### config.mk
export PLATFORM = sky130hd
export DESIGN_NAME = drum_pattern_step_sequencer_top
export DESIGN_NICKNAME = d
export VERILOG_FILES = /design/src/sv/dpss_pkg.sv /design/src/sv/dpss_ctrl.sv /design/src/sv/dpss_dp.sv /design/src/sv/drum_pattern_step_sequencer_top.sv
export VERILOG_INCLUDE_DIRS = /design/src /design/src/sv
export SDC_FILE = /design/constraint.sdc
export NUM_CORES = 2
export LEC_CHECK = 0
export ABC_AREA = 1
export BUFFER_PORTS_ARGS = -buffer_cell sky130_fd_sc_hd__buf_4
export CAP_MARGIN = 15
export CORE_MARGIN = 2
export CORE_UTILIZATION = 30
export CTS_CLUSTER_SIZE = 25
export DETAILED_ROUTE_END_ITERATION = 10
export PLACE_DENSITY = 0.52
export SYNTH_ARGS = -nofsm -noshare
export SYNTH_HDL_FRONTEND = slang
export SYNTH_SLANG_ARGS = --single-unit
export TNS_END_PERCENT = 20
### constraint.sdc
create_clock -name clk -period 10.4 [get_ports clk]
set_input_delay 0.52 -clock clk [delete_from_list [all_inputs] [get_ports clk]]
set_output_delay 0.52 -clock clk [all_outputs]
set_load 0.01 [all_outputs]
### src/sv/drum_pattern_step_sequencer_top_defines.svh
// assertion macros for the drum step sequencer
`ifndef DRUM_PATTERN_STEP_SEQUENCER_TOP_DEFINES_SVH
`define DRUM_PATTERN_STEP_SEQUENCER_TOP_DEFINES_SVH

`ifndef SYNTH
`define DPSS_ASSERT_NEXT(lbl, ante, cons) \
  lbl: assert property (@(posedge clk) disable iff (!rst_n) (ante) |=> (cons)) \
    else $error("dpss check failed");
`define DPSS_ASSERT_NOW(lbl, ante, cons) \
  lbl: assert property (@(posedge clk) disable iff (!rst_n) (ante) |-> (cons)) \
    else $error("dpss check failed");
`else
`define DPSS_ASSERT_NEXT(lbl, ante, cons)
`define DPSS_ASSERT_NOW(lbl, ante, cons)
`endif

`endif

### src/sv/dpss_pkg.sv
package dpss_pkg;

  localparam int TRACKS   = 8;
  localparam int BEATS    = 16;
  localparam int PATTERNS = 16;
  localparam int SLOTS    = 4;

  localparam int BEAT_W = 4;
  localparam int PAT_W  = 5;
  localparam int SLOT_W = 2;
  localparam int ADDR_W = 8;

  localparam logic [15:0] GATE_LEN_RST = 16'd1000;

  // command codes
  localparam logic [3:0] CMD_TICK       = 4'd0;
  localparam logic [3:0] CMD_SLOT_UP    = 4'd1;
  localparam logic [3:0] CMD_SLOT_DOWN  = 4'd2;
  localparam logic [3:0] CMD_SLOT_SET   = 4'd3;
  localparam logic [3:0] CMD_MAIN_UP    = 4'd4;
  localparam logic [3:0] CMD_MAIN_DOWN  = 4'd5;
  localparam logic [3:0] CMD_MAIN_SEL   = 4'd6;
  localparam logic [3:0] CMD_COPY       = 4'd7;
  localparam logic [3:0] CMD_PASTE      = 4'd8;
  localparam logic [3:0] CMD_RESET      = 4'd9;
  localparam logic [3:0] CMD_RUN_TOG    = 4'd10;
  localparam logic [3:0] CMD_CYCLE_TOG  = 4'd11;
  localparam logic [3:0] CMD_PAD_WRITE  = 4'd12;

  typedef struct packed {
    logic [3:0] command;
    logic       clock_level;
    logic [1:0] slot;
    logic [4:0] pattern_value;
    logic [3:0] beat;
    logic [2:0] track;
    logic       pad_value;
  } in_item_t;

  typedef struct packed {
    logic [7:0] gates;
    logic [4:0] beat_index;
    logic [4:0] current_pattern;
    logic [1:0] playlist_position;
    logic       is_running;
    logic       is_cycling;
  } out_item_t;

  // controller to datapath
  typedef struct packed {
    logic       cap;
    logic       exec;
    logic       rd_en;
    logic       rd_pad;
    logic       rd_sweep;
    logic       pad_wr;
    logic       clip_wr;
    logic       paste_wr;
    logic       load_out;
    logic [4:0] cnt;
  } dp_cmd_t;

  // datapath to controller
  typedef struct packed {
    logic [3:0] command;
    logic       out_free;
  } dp_stat_t;

endpackage

### src/sv/dpss_ctrl.sv
module dpss_ctrl (
  input  logic              clk,
  input  logic              rst_n,
  input  logic              in_valid,
  output logic              busy,
  input  dpss_pkg::dp_stat_t stat,
  output dpss_pkg::dp_cmd_t  cmd
);
  import dpss_pkg::*;

  localparam logic [2:0] S_IDLE  = 3'd0;
  localparam logic [2:0] S_EXEC  = 3'd1;
  localparam logic [2:0] S_PADRD = 3'd2;
  localparam logic [2:0] S_PADWR = 3'd3;
  localparam logic [2:0] S_COPY  = 3'd4;
  localparam logic [2:0] S_PASTE = 3'd5;
  localparam logic [2:0] S_READ  = 3'd6;
  localparam logic [2:0] S_DONE  = 3'd7;

  logic [2:0] state_r, state_nxt;
  logic [4:0] cnt_r, cnt_nxt;

  assign busy = (state_r != S_IDLE);

  // sequencing of one item
  always_comb begin
    state_nxt = state_r;
    cnt_nxt   = cnt_r;
    cmd       = '0;
    cmd.cnt   = cnt_r;
    case (state_r)
      S_IDLE: begin
        if (in_valid) begin
          cmd.cap   = 1'b1;
          state_nxt = S_EXEC;
        end
      end
      S_EXEC: begin
        cmd.exec = 1'b1;
        cnt_nxt  = '0;
        case (stat.command)
          CMD_PAD_WRITE: state_nxt = S_PADRD;
          CMD_COPY:      state_nxt = S_COPY;
          CMD_PASTE:     state_nxt = S_PASTE;
          default:       state_nxt = S_READ;
        endcase
      end
      S_PADRD: begin
        cmd.rd_en  = 1'b1;
        cmd.rd_pad = 1'b1;
        state_nxt  = S_PADWR;
      end
      S_PADWR: begin
        cmd.pad_wr = 1'b1;
        state_nxt  = S_READ;
      end
      S_COPY: begin
        cmd.rd_en    = (cnt_r != 5'(BEATS));
        cmd.rd_sweep = 1'b1;
        cmd.clip_wr  = (cnt_r != 5'd0);
        cnt_nxt      = cnt_r + 5'd1;
        if (cnt_r == 5'(BEATS)) state_nxt = S_READ;
      end
      S_PASTE: begin
        cmd.paste_wr = 1'b1;
        cnt_nxt      = cnt_r + 5'd1;
        if (cnt_r == 5'(BEATS - 1)) state_nxt = S_READ;
      end
      S_READ: begin
        cmd.rd_en = 1'b1;
        state_nxt = S_DONE;
      end
      S_DONE: begin
        if (stat.out_free) begin
          cmd.load_out = 1'b1;
          state_nxt    = S_IDLE;
        end
      end
      default: state_nxt = S_IDLE;
    endcase
  end

  always_ff @(posedge clk) begin
    if (!rst_n) begin
      state_r <= S_IDLE;
      cnt_r   <= '0;
    end else begin
      state_r <= state_nxt;
      cnt_r   <= cnt_nxt;
    end
  end

endmodule

### src/sv/dpss_dp.sv
module dpss_dp (
  input  logic                clk,
  input  logic                rst_n,
  input  dpss_pkg::in_item_t  in_item,
  input  logic                cfg_wr,
  input  logic [15:0]         cfg_data,
  input  dpss_pkg::dp_cmd_t   cmd,
  output dpss_pkg::dp_stat_t  stat,
  input  logic                out_stall,
  output logic                out_valid,
  output dpss_pkg::out_item_t out_item
);
  import dpss_pkg::*;

  in_item_t item_r;

  logic [15:0]       glen_r;
  logic [PAT_W-1:0]  slot_pat_r [SLOTS];
  logic [PAT_W-1:0]  pp_r, pp_nxt;
  logic [SLOT_W-1:0] pos_r, pos_nxt;
  logic [4:0]        beat_r, beat_nxt;
  logic [15:0]       pulse_r, pulse_nxt, pulse_base;
  logic              run_r, run_nxt, cyc_r, cyc_nxt, cprev_r, cprev_nxt;
  logic              gate_ok_r, gate_ok_nxt;
  logic [PAT_W-1:0]  sp_nxt [SLOTS];
  logic [PAT_W-1:0]  pv_clamp;
  logic              edge_hit;
  logic              found;
  logic [SLOT_W-1:0] np;

  logic [TRACKS-1:0] mem [1 << ADDR_W];
  logic [(1 << ADDR_W)-1:0] vld_r;
  logic [TRACKS-1:0] rdata_r;
  logic              rvld_r;
  logic [TRACKS-1:0] rd_eff;
  logic [TRACKS-1:0] clip_r [BEATS];
  logic [BEAT_W-1:0] rd_beat;
  logic [ADDR_W-1:0] rd_addr, wr_addr;
  logic [TRACKS-1:0] wr_data;
  logic              wr_en;
  logic [PAT_W-1:0]  pp_m1;
  logic [4:0]        cnt_m1;

  logic      out_valid_r;
  out_item_t out_r;

  assign stat.command  = item_r.command;
  assign stat.out_free = !out_valid_r || !out_stall;

  // item capture
  always_ff @(posedge clk) begin
    if (cmd.cap) item_r <= in_item;
  end

  // gate length register
  always_ff @(posedge clk) begin
    if (!rst_n) glen_r <= GATE_LEN_RST;
    else if (cfg_wr) glen_r <= cfg_data;
  end

  assign pv_clamp = (item_r.pattern_value > 5'(PATTERNS)) ? 5'(PATTERNS)
                                                          : item_r.pattern_value;
  assign edge_hit = item_r.clock_level && !cprev_r;

  // next playlist slot holding a pattern
  always_comb begin
    found = 1'b0;
    np    = '0;
    for (int k = 0; k < SLOTS; k++) begin
      if (!found && (k > int'(pos_r)) && (slot_pat_r[k] != '0)) begin
        found = 1'b1;
        np    = SLOT_W'(k);
      end
    end
  end

  // command execution on the small state
  always_comb begin
    pp_nxt    = pp_r;
    pos_nxt   = pos_r;
    beat_nxt  = beat_r;
    run_nxt   = run_r;
    cyc_nxt   = cyc_r;
    cprev_nxt = cprev_r;
    for (int k = 0; k < SLOTS; k++) sp_nxt[k] = slot_pat_r[k];
    pulse_base = pulse_r;
    pulse_nxt  = pulse_r;
    case (item_r.command)
      CMD_TICK: begin
        if (run_r) begin
          if (edge_hit) begin
            pulse_base = '0;
            if (beat_r >= 5'(BEATS)) begin
              beat_nxt = '0;
            end else if (beat_r == 5'(BEATS - 1)) begin
              beat_nxt = '0;
              if (cyc_r) begin
                pos_nxt = np;
                if (slot_pat_r[np] != '0) pp_nxt = slot_pat_r[np];
              end
            end else begin
              beat_nxt = beat_r + 5'd1;
            end
          end
          cprev_nxt = item_r.clock_level;
          pulse_nxt = (pulse_base == 16'hFFFF) ? pulse_base : pulse_base + 16'd1;
        end
      end
      CMD_SLOT_UP: begin
        if (slot_pat_r[item_r.slot] < 5'(PATTERNS))
          sp_nxt[item_r.slot] = slot_pat_r[item_r.slot] + 5'd1;
      end
      CMD_SLOT_DOWN: begin
        if (slot_pat_r[item_r.slot] > 5'd1 ||
            (item_r.slot != '0 && slot_pat_r[item_r.slot] != '0))
          sp_nxt[item_r.slot] = slot_pat_r[item_r.slot] - 5'd1;
      end
      CMD_SLOT_SET: begin
        sp_nxt[item_r.slot] = (item_r.slot == '0 && pv_clamp == '0) ? 5'd1 : pv_clamp;
      end
      CMD_MAIN_UP:   if (pp_r < 5'(PATTERNS)) pp_nxt = pp_r + 5'd1;
      CMD_MAIN_DOWN: if (pp_r > 5'd1) pp_nxt = pp_r - 5'd1;
      CMD_MAIN_SEL:  pp_nxt = (pv_clamp == '0) ? 5'd1 : pv_clamp;
      CMD_RESET: begin
        beat_nxt = 5'(BEATS);
        pos_nxt  = '0;
        if (slot_pat_r[0] != '0) pp_nxt = slot_pat_r[0];
      end
      CMD_RUN_TOG:   run_nxt = !run_r;
      CMD_CYCLE_TOG: cyc_nxt = !cyc_r;
      default: ;
    endcase
    gate_ok_nxt = run_nxt && (beat_nxt < 5'(BEATS)) && (pulse_base < glen_r);
  end

  always_ff @(posedge clk) begin
    if (!rst_n) begin
      pp_r    <= 5'd1;
      pos_r   <= '0;
      beat_r  <= 5'(BEATS);
      pulse_r <= '0;
      run_r   <= 1'b0;
      cyc_r   <= 1'b0;
      cprev_r <= 1'b0;
      for (int k = 0; k < SLOTS; k++) slot_pat_r[k] <= (k == 0) ? 5'd1 : 5'd0;
    end else if (cmd.exec) begin
      pp_r    <= pp_nxt;
      pos_r   <= pos_nxt;
      beat_r  <= beat_nxt;
      pulse_r <= pulse_nxt;
      run_r   <= run_nxt;
      cyc_r   <= cyc_nxt;
      cprev_r <= cprev_nxt;
      for (int k = 0; k < SLOTS; k++) slot_pat_r[k] <= sp_nxt[k];
    end
  end

  always_ff @(posedge clk) begin
    if (cmd.exec) gate_ok_r <= gate_ok_nxt;
  end

  // pattern store addressing
  assign pp_m1   = pp_r - 5'd1;
  assign cnt_m1  = cmd.cnt - 5'd1;
  assign rd_beat = cmd.rd_pad   ? item_r.beat :
                   cmd.rd_sweep ? cmd.cnt[BEAT_W-1:0] : beat_r[BEAT_W-1:0];
  assign rd_addr = {pp_m1[BEAT_W-1:0], rd_beat};
  assign rd_eff  = rvld_r ? rdata_r : '0;

  always_comb begin
    wr_en   = cmd.pad_wr || cmd.paste_wr;
    wr_addr = {pp_m1[BEAT_W-1:0], cmd.cnt[BEAT_W-1:0]};
    wr_data = clip_r[cmd.cnt[BEAT_W-1:0]];
    if (cmd.pad_wr) begin
      wr_addr = {pp_m1[BEAT_W-1:0], item_r.beat};
      wr_data = rd_eff;
      wr_data[item_r.track] = item_r.pad_value;
    end
  end

  // store array and read register
  always_ff @(posedge clk) begin
    if (wr_en) mem[wr_addr] <= wr_data;
    if (cmd.rd_en) rdata_r <= mem[rd_addr];
  end

  // per-row written flags
  always_ff @(posedge clk) begin
    if (!rst_n) begin
      vld_r  <= '0;
      rvld_r <= 1'b0;
    end else begin
      if (wr_en) vld_r[wr_addr] <= 1'b1;
      if (cmd.rd_en) rvld_r <= vld_r[rd_addr];
    end
  end

  // clipboard
  always_ff @(posedge clk) begin
    if (!rst_n) begin
      for (int k = 0; k < BEATS; k++) clip_r[k] <= '0;
    end else if (cmd.clip_wr) begin
      clip_r[cnt_m1[BEAT_W-1:0]] <= rd_eff;
    end
  end

  // result register
  always_ff @(posedge clk) begin
    if (!rst_n) out_valid_r <= 1'b0;
    else if (cmd.load_out) out_valid_r <= 1'b1;
    else if (!out_stall) out_valid_r <= 1'b0;
  end

  always_ff @(posedge clk) begin
    if (cmd.load_out) begin
      out_r.gates             <= gate_ok_r ? rd_eff : '0;
      out_r.beat_index        <= beat_r;
      out_r.current_pattern   <= pp_r;
      out_r.playlist_position <= pos_r;
      out_r.is_running        <= run_r;
      out_r.is_cycling        <= cyc_r;
    end
  end

  assign out_valid = out_valid_r;
  assign out_item  = out_r;

endmodule

### src/sv/drum_pattern_step_sequencer_top.sv
// channel | direction | handshake            | payload
// in      | input     | in_valid / in_stall  | in_item (in_item_t)
// out     | output    | out_valid / out_stall| out_item (out_item_t)
// cfg     | input     | cfg_valid / cfg_ready| cfg_data (gate_length)
//
// one item at a time; a pad write reads and then rewrites its row, and copy
// and paste sweep the clipboard over the beats through the single-port
// pattern store.
// rst_n is synchronous; the store reads as zero until a row is written.
// a waiting result holds in the output register; a stalled result delays
// the next item's completion only at its last step.
`include "drum_pattern_step_sequencer_top_defines.svh"

module drum_pattern_step_sequencer_top (
  input  logic                clk,
  input  logic                rst_n,
  input  logic                in_valid,
  output logic                in_stall,
  input  dpss_pkg::in_item_t  in_item,
  output logic                out_valid,
  input  logic                out_stall,
  output dpss_pkg::out_item_t out_item,
  input  logic                cfg_valid,
  output logic                cfg_ready,
  input  logic [15:0]         cfg_data
);
  import dpss_pkg::*;

  dp_cmd_t  cmd;
  dp_stat_t stat;
  logic     busy;

  assign in_stall  = busy;
  assign cfg_ready = 1'b1;

  // sequencer control
  dpss_ctrl u_ctrl (
    .clk      (clk),
    .rst_n    (rst_n),
    .in_valid (in_valid),
    .busy     (busy),
    .stat     (stat),
    .cmd      (cmd)
  );

  // state, pattern store and result register
  dpss_dp u_dp (
    .clk       (clk),
    .rst_n     (rst_n),
    .in_item   (in_item),
    .cfg_wr    (cfg_valid && cfg_ready),
    .cfg_data  (cfg_data),
    .cmd       (cmd),
    .stat      (stat),
    .out_stall (out_stall),
    .out_valid (out_valid),
    .out_item  (out_item)
  );

  `DPSS_ASSERT_NEXT(a_busy_after_accept, in_valid && !in_stall, in_stall)
  `DPSS_ASSERT_NOW(a_result_after_work, $rose(out_valid), $past(in_stall))
  `DPSS_ASSERT_NOW(a_pattern_in_range, out_valid, out_item.current_pattern != 5'd0)

endmodule
# After elaboration in Yosys (flattened, before gate mapping)
# Memory sizes are Yosys's and may differ from the RTL's. A register that Yosys moved wholly into a read port is not among the register bits.
# Cells that the tools add are included.
[word_totals] register_bits=356 ramBits=2196 elab_cells=242 memories=3
[classes] addsub=8 n_lt_le_gt_ge=18 n_eq_ne=38 mux=95 n_bitwise=6 reduce_logical=47
[memory_table] name="u_dp.mem" words=256 width=8 rd=1 rd_ports_with_merged_regs=1 write_ports=1 line_no="dpss_dp.sv:31" source="logic [TRACKS-1:0] mem [1 << ADDR_W];"
[memory_table] name="u_dp.clip_r" words=16 width=8 rd=1 rd_ports_with_merged_regs=1 write_ports=16 line_no="dpss_dp.sv:36" source="logic [TRACKS-1:0] clip_r [BEATS];"
[memory_table] name="u_dp.slot_pat_r" words=4 width=5 rd=6 rd_ports_with_merged_regs=1 write_ports=4 line_no="dpss_dp.sv:18" source="logic [PAT_W-1:0] slot_pat_r [SLOTS];"
[op_table] operator="bitwise OR 256 bit" n=1
[op_table] operator="2-to-1 mux 5 bit" n=21
[op_table] operator="2-to-1 mux 16 bit" n=6
[op_table] operator="bitwise mux 20 bit" n=3
[op_table] operator="case mux 20 bit (3 select lines)" n=1
[op_table] operator="2-to-1 mux 20 bit" n=2
[op_table] operator="nonzero test 5 bit" n=8
[op_table] operator="2-to-1 mux 1 bit" n=29
[op_table] operator="case mux 5 bit (5 select lines)" n=1
[op_table] operator="2-to-1 mux 4 bit" n=6
[op_table] operator="2-to-1 mux 8 bit" n=3
[op_table] operator="case mux 3 bit (8 select lines)" n=1
[op_table] operator="inequality test 2 x 1 -> 1 bit, second input constant" n=11
[op_table] operator="adder 5 x 1 -> 5 bit, second input constant" n=4
[op_table] operator="equality test 4 bit, second input constant" n=5
[op_table] operator="case mux 5 bit (2 select lines)" n=2
[op_table] operator="less-than comparator 8 x 9 -> 1 bit, second input constant" n=2
[op_table] operator="adder 16 x 1 -> 16 bit, second input constant" n=1
[op_table] operator="equality test 16 bit, second input constant" n=1
[op_table] operator="equality test 4 x 3 -> 1 bit, second input constant" n=4
[op_table] operator="less-than comparator 16 bit" n=1
[op_table] operator="2-to-1 mux 2 bit" n=8
[op_table] operator="less-than comparator 5 bit, second input constant" n=3
[op_table] operator="logical AND 1 bit" n=13
[op_table] operator="other kinds (47)" n=75

# Logic depth before layout (Yosys ltp)
# An unclocked memory read counts as a cell.
[depth] ltp_word=21 mapped_depth=21 depth_no_buf=17

# Modules after synthesis
# From an unflattened synthesis, not the netlist that was laid out.
[unflattened] hier_cells=9854 hier_area_um2=107152.8
[modules_own_cells] mod="dpss_dp" n_inst=1 cells_per_inst=9751 area_each_um2=106518.4 seq_area_each_um2=73620.6
[modules_own_cells] mod="dpss_ctrl" n_inst=1 cells_per_inst=101 area_each_um2=623.1 seq_area_each_um2=160.2
[modules_own_cells] mod="drum_pattern_step_sequencer_top" n_inst=1 cells_per_inst=2 area_each_um2=11.3 seq_area_each_um2=0.0

# Worst setup path before layout
# Ideal clock, no wire load.
[synth_path] path_type="register to register" startpoint="register with a tool-made name" endpoint="memory u_dp.mem[0][0] (data pin)" setup_ns=1.731 arrival_time_ns=8.918 setup_slack_ns=-0.249 path_stages_with_launch=7 n_path_buf=2 period_less_slack_ns=10.649 path_cell_list="dfxtp_1 > clkbuf_1 > clkbuf_1 > o21ai_0 > o221ai_1 > nand3_1 > a31oi_1"
[synth_lines] item="to (decl)" line_no="dpss_dp.sv:31"

# Worst setup path after layout
[layout_path] startpoint="register u_ctrl.state_r[2]" endpoint="register u_dp.rdata_r[4] (read register of u_dp.mem) (data pin)"
[layout_between] elab_chain_len=4 word_cells_on_any_way=9 classes_between="eq/ne: 3; mux: 5; reduce/logical: 1"
[layout_rtl] item="from (decl)" line_no="dpss_ctrl.sv:20" source="logic [2:0] state_r, state_nxt;"
[layout_rtl] item="from (signal assigned)" line_no="dpss_ctrl.sv:88" source="state_r <= state_nxt;"
[layout_rtl] item="equality test 3 bit" line_no="dpss_ctrl.sv:31" source="case (state_r)"
[layout_rtl] item="2-to-1 mux 1 bit" line_no="dpss_ctrl.sv:31"
[layout_rtl] item="2-to-1 mux 4 bit" line_no="dpss_dp.sv:166" source="cmd.rd_sweep ? cmd.cnt[BEAT_W-1:0] : beat_r[BEAT_W-1:0];"
[layout_rtl] item="2-to-1 mux 4 bit" line_no="dpss_dp.sv:165" source="assign rd_beat = cmd.rd_pad ? item_r.beat :"
[layout_rtl] item="to (decl)" line_no="dpss_dp.sv:33" source="logic [TRACKS-1:0] rdata_r;"
# Parallel ways exist; a longest one is shown, timed or not.
# A chain may end at the register's enable or synchronous reset.

==> qor.csv <==
metric;value;unit
Post-synth EDFFs;2247;
most frequent cells in the layout;edfxtp_1, nand2_1, nand3_1;
I/O pins;66;
pin count of the biggest net entering global routing;202;
final setup TNS;0;ns
count of cell types in the netlist;52;
Setup Crit Path Kind;register to register;
Synth Net Count;9857;
multi-input combinational cell area;28100;sq um
via/cell ratio;5.06;
H-tree Lvls;5;
Post-Syn Area;107000;sq um
first-pass GRT wire length;474;mm
Clock Sinks;2566;
pwr/cell area;287;nW/um^2
Post-Synthesis Cells;9781;
latest clock arrival within the worst-skew pair;0.88;ns
Finished Layout Cells;14700;
# Post-CTS Setup Buffers;0;
Overall Global Routing Usage;17.2;%
largest area contributor in the netlist;edfxtp_1;
Clock transition at path regs;0.07;ns
worst hold path class;input pin to register;
maximum clock path buffer count;4;
Tmin final;5.24;ns
Reg2Reg Depth;16;
Min-Delay Path Depth;3;
# hold bufs at CTS;47;
port bufs;64;
Synth top area share;62.9;%
post-route ant nets;0;
P_leak;41.8;nW
fraction of final layout cells with drive strength greater than 1;6.55;%
WP data arrival;5.96;ns
worst slack at placement;5.30;ns
Synth Register Bits;2566;
Pwr Total;34.9;mW
via count;74200;
Synth Area in XOR/XNOR;0.131;%
Slew headroom;17.7;%
initial antenna violation count;11;
register area share after synthesis;68.9;%
Async SR Flop Fraction;0;%
1st-iter DRT viols;8822;
largest family of logic cells by synthesized area;simple AND/OR/NAND/NOR gates;
Design Area, Final;122000;sq um
Top FF cell, synth;edfxtp_1;
area grow syn2layout;13.5;%
yosys warns;0;
Avg Inst Size Synth;11.0;sq um
synth top area cells;edfxtp_1, nand3_1, nand2_1;
worst hold slack;0.0879;ns
Layout fillers;35300;
grt total ovfl;0;
nets;9745;
Synth Area in Simple Gates;18.7;%
Critical Path Source Type;register;
Rows;219;
CTS tree;yes;
Tightest Pin Transition;1.23;ns
DIE AREA;362000;sq um
Routability Congestion;0.855;
CTS Buf Count;283;
max cap viols;0;
Max Fclk;191;MHz
final slew viol count;0;
Post-DP Area;112000;sq um
fin crit share;50.4;%
core area;356000;sq um
unrepaired setup endpoints after global routing;no;
Worst EP required;11.12;ns
final setup fails;0;
most common cell after layout, fill and taps aside;edfxtp_1;
hold violation count in the final report;0;
mux contribution to synthesized area;0.00934;%
vias in the first global route;70000;
clock skew;0.0966;ns
post-DR wirelength/cell;22.1;microns
DP Wirelength;179;mm
DR pass1 iterations;6;
Max FO, Critical Path;163;
worst vdd ir;328;uV
status;finished clean;
post-synthesis compound-gate area fraction;6.76;%
Synth Area in Adders;0.408;%
Initial Util;30.1;%
dpl cells;14100;
crit end category;register;
die width;602;microns
final setup margin;5.16;ns
post-cts sizing count;0;
fin util;34.2;%
Seq. cell area;73900;sq um
routed wire length;324;mm
root buffer cell;clkbuf_16;
Vert. Die Dim;602;microns
# DRC;0;
[synth_stat cells, types with 6 or more instances]
cell and instances:
o21ai_0 411, buf_4 62, nand2_1 1908, a31oi_1 13, ha_1 35, inv_2 16, or2_0 7, clkbuf_1 182
nand3_2 6, a21oi_1 82, o211ai_1 421, nand4_1 10, a211oi_1 6, or2_1 6, buf_1 46, o221ai_1 18
edfxtp_1 2247, buf_2 315, nor3_1 21, nor2_1 1157, dfxtp_1 319, xor2_1 13, nor2_2 8, buf_6 11
o22ai_1 88, o21ai_1 26, o21a_1 63, nand3_1 1587, inv_1 644, nor4_1 8
[final timing paths]
check / slack [ns] / endpoint / from
worst min register to register: 0.46 / u_dp.out_item[0] / u_dp.cyc_r
worst max-delay path: 5.16 / u_dp.rdata_r[4] / u_ctrl.state_r[2]
worst max register to register: 5.16 / u_dp.rdata_r[4] / u_ctrl.state_r[2]
worst min-delay path: 0.09 / u_dp.glen_r[0] / cfg_valid
[worst max-delay path, stage by stage (launching register included)]
cell,delay [ns]
dfxtp_1,0.55
inv_2,0.14
nand3_4,0.20
nand3_2,0.24
nand2_8,0.61
buf_12,0.53
buf_4,0.73
o21ai_0,0.16
o22ai_1,0.20
nand2_1,0.07
nand3_1,0.09
nand3_1,0.23
nand3_1,0.29
nand3_1,0.40
nand2_1,0.20
inv_1,0.07
nand2_1,0.07
[report_power, final]
| part | switching [mW] | internal (mW) | leakage [nW] |
|---|---|---|---|
| clock | 4.14 | 5.87 | 4.50 |
| sequential | 0.184 | 12.7 | 23.1 |
| combinational | 9.28 | 2.73 | 14.1 |
| total | 13.6 | 21.3 | 41.8 |
[logic make-up after synthesis]
logic type               count (synthesis)
AND/OR/NAND/NOR                       4736
AO/OA/AOI/OAI                         1149
XOR/XNOR                                16
flip-flops                            2566
other                                    1
multiplexers                             1
adder cells (fa/ha/maj)                 35
buffers and inverters                 1277
[flip-flops by register name, indices dropped and copies added (netlist names), named ones only]
register / cells
u_ctrl.cnt_r: 5
u_dp.run_r: 1
u_dp.vld_r: 256
u_dp.pp_r: 5
u_dp.beat_r: 5
u_dp.stat: 4
u_dp.gate_ok_r: 1
u_dp.pulse_r: 16
u_dp.rvld_r: 1
u_ctrl.state_r: 3
u_dp.pos_r: 2
u_dp.glen_r: 16
u_dp.mem: 2048
u_dp.rdata_r: 8
u_dp.out_valid: 1
u_dp.out_item: 22
u_dp.slot_pat_r: 20
u_dp.clip_r: 128
u_dp.item_r: 16
u_dp.cyc_r: 1
u_dp.cprev_r: 1
[layer usage]
metal	up-vias	track usage, %	routed length [microns]
met2	2873	26.5	145000
met3	514	3.03	25600
met5	-	0	34
met4	4	5.59	10400
met1	36800	24.5	143000
li1	34000	-	-
[cell type report]
type,instances,area share (%)
clock inverter,112,0.974
tap,4751,4.89
clock buffer,400,6.59
inverter,660,2.05
multi-input combinational,5938,23.1
timing repair buffer,220,1.68
antenna,7,0.0144
sequential,2566,60.7
No activity file was read; power rests on OpenSTA's default activity.
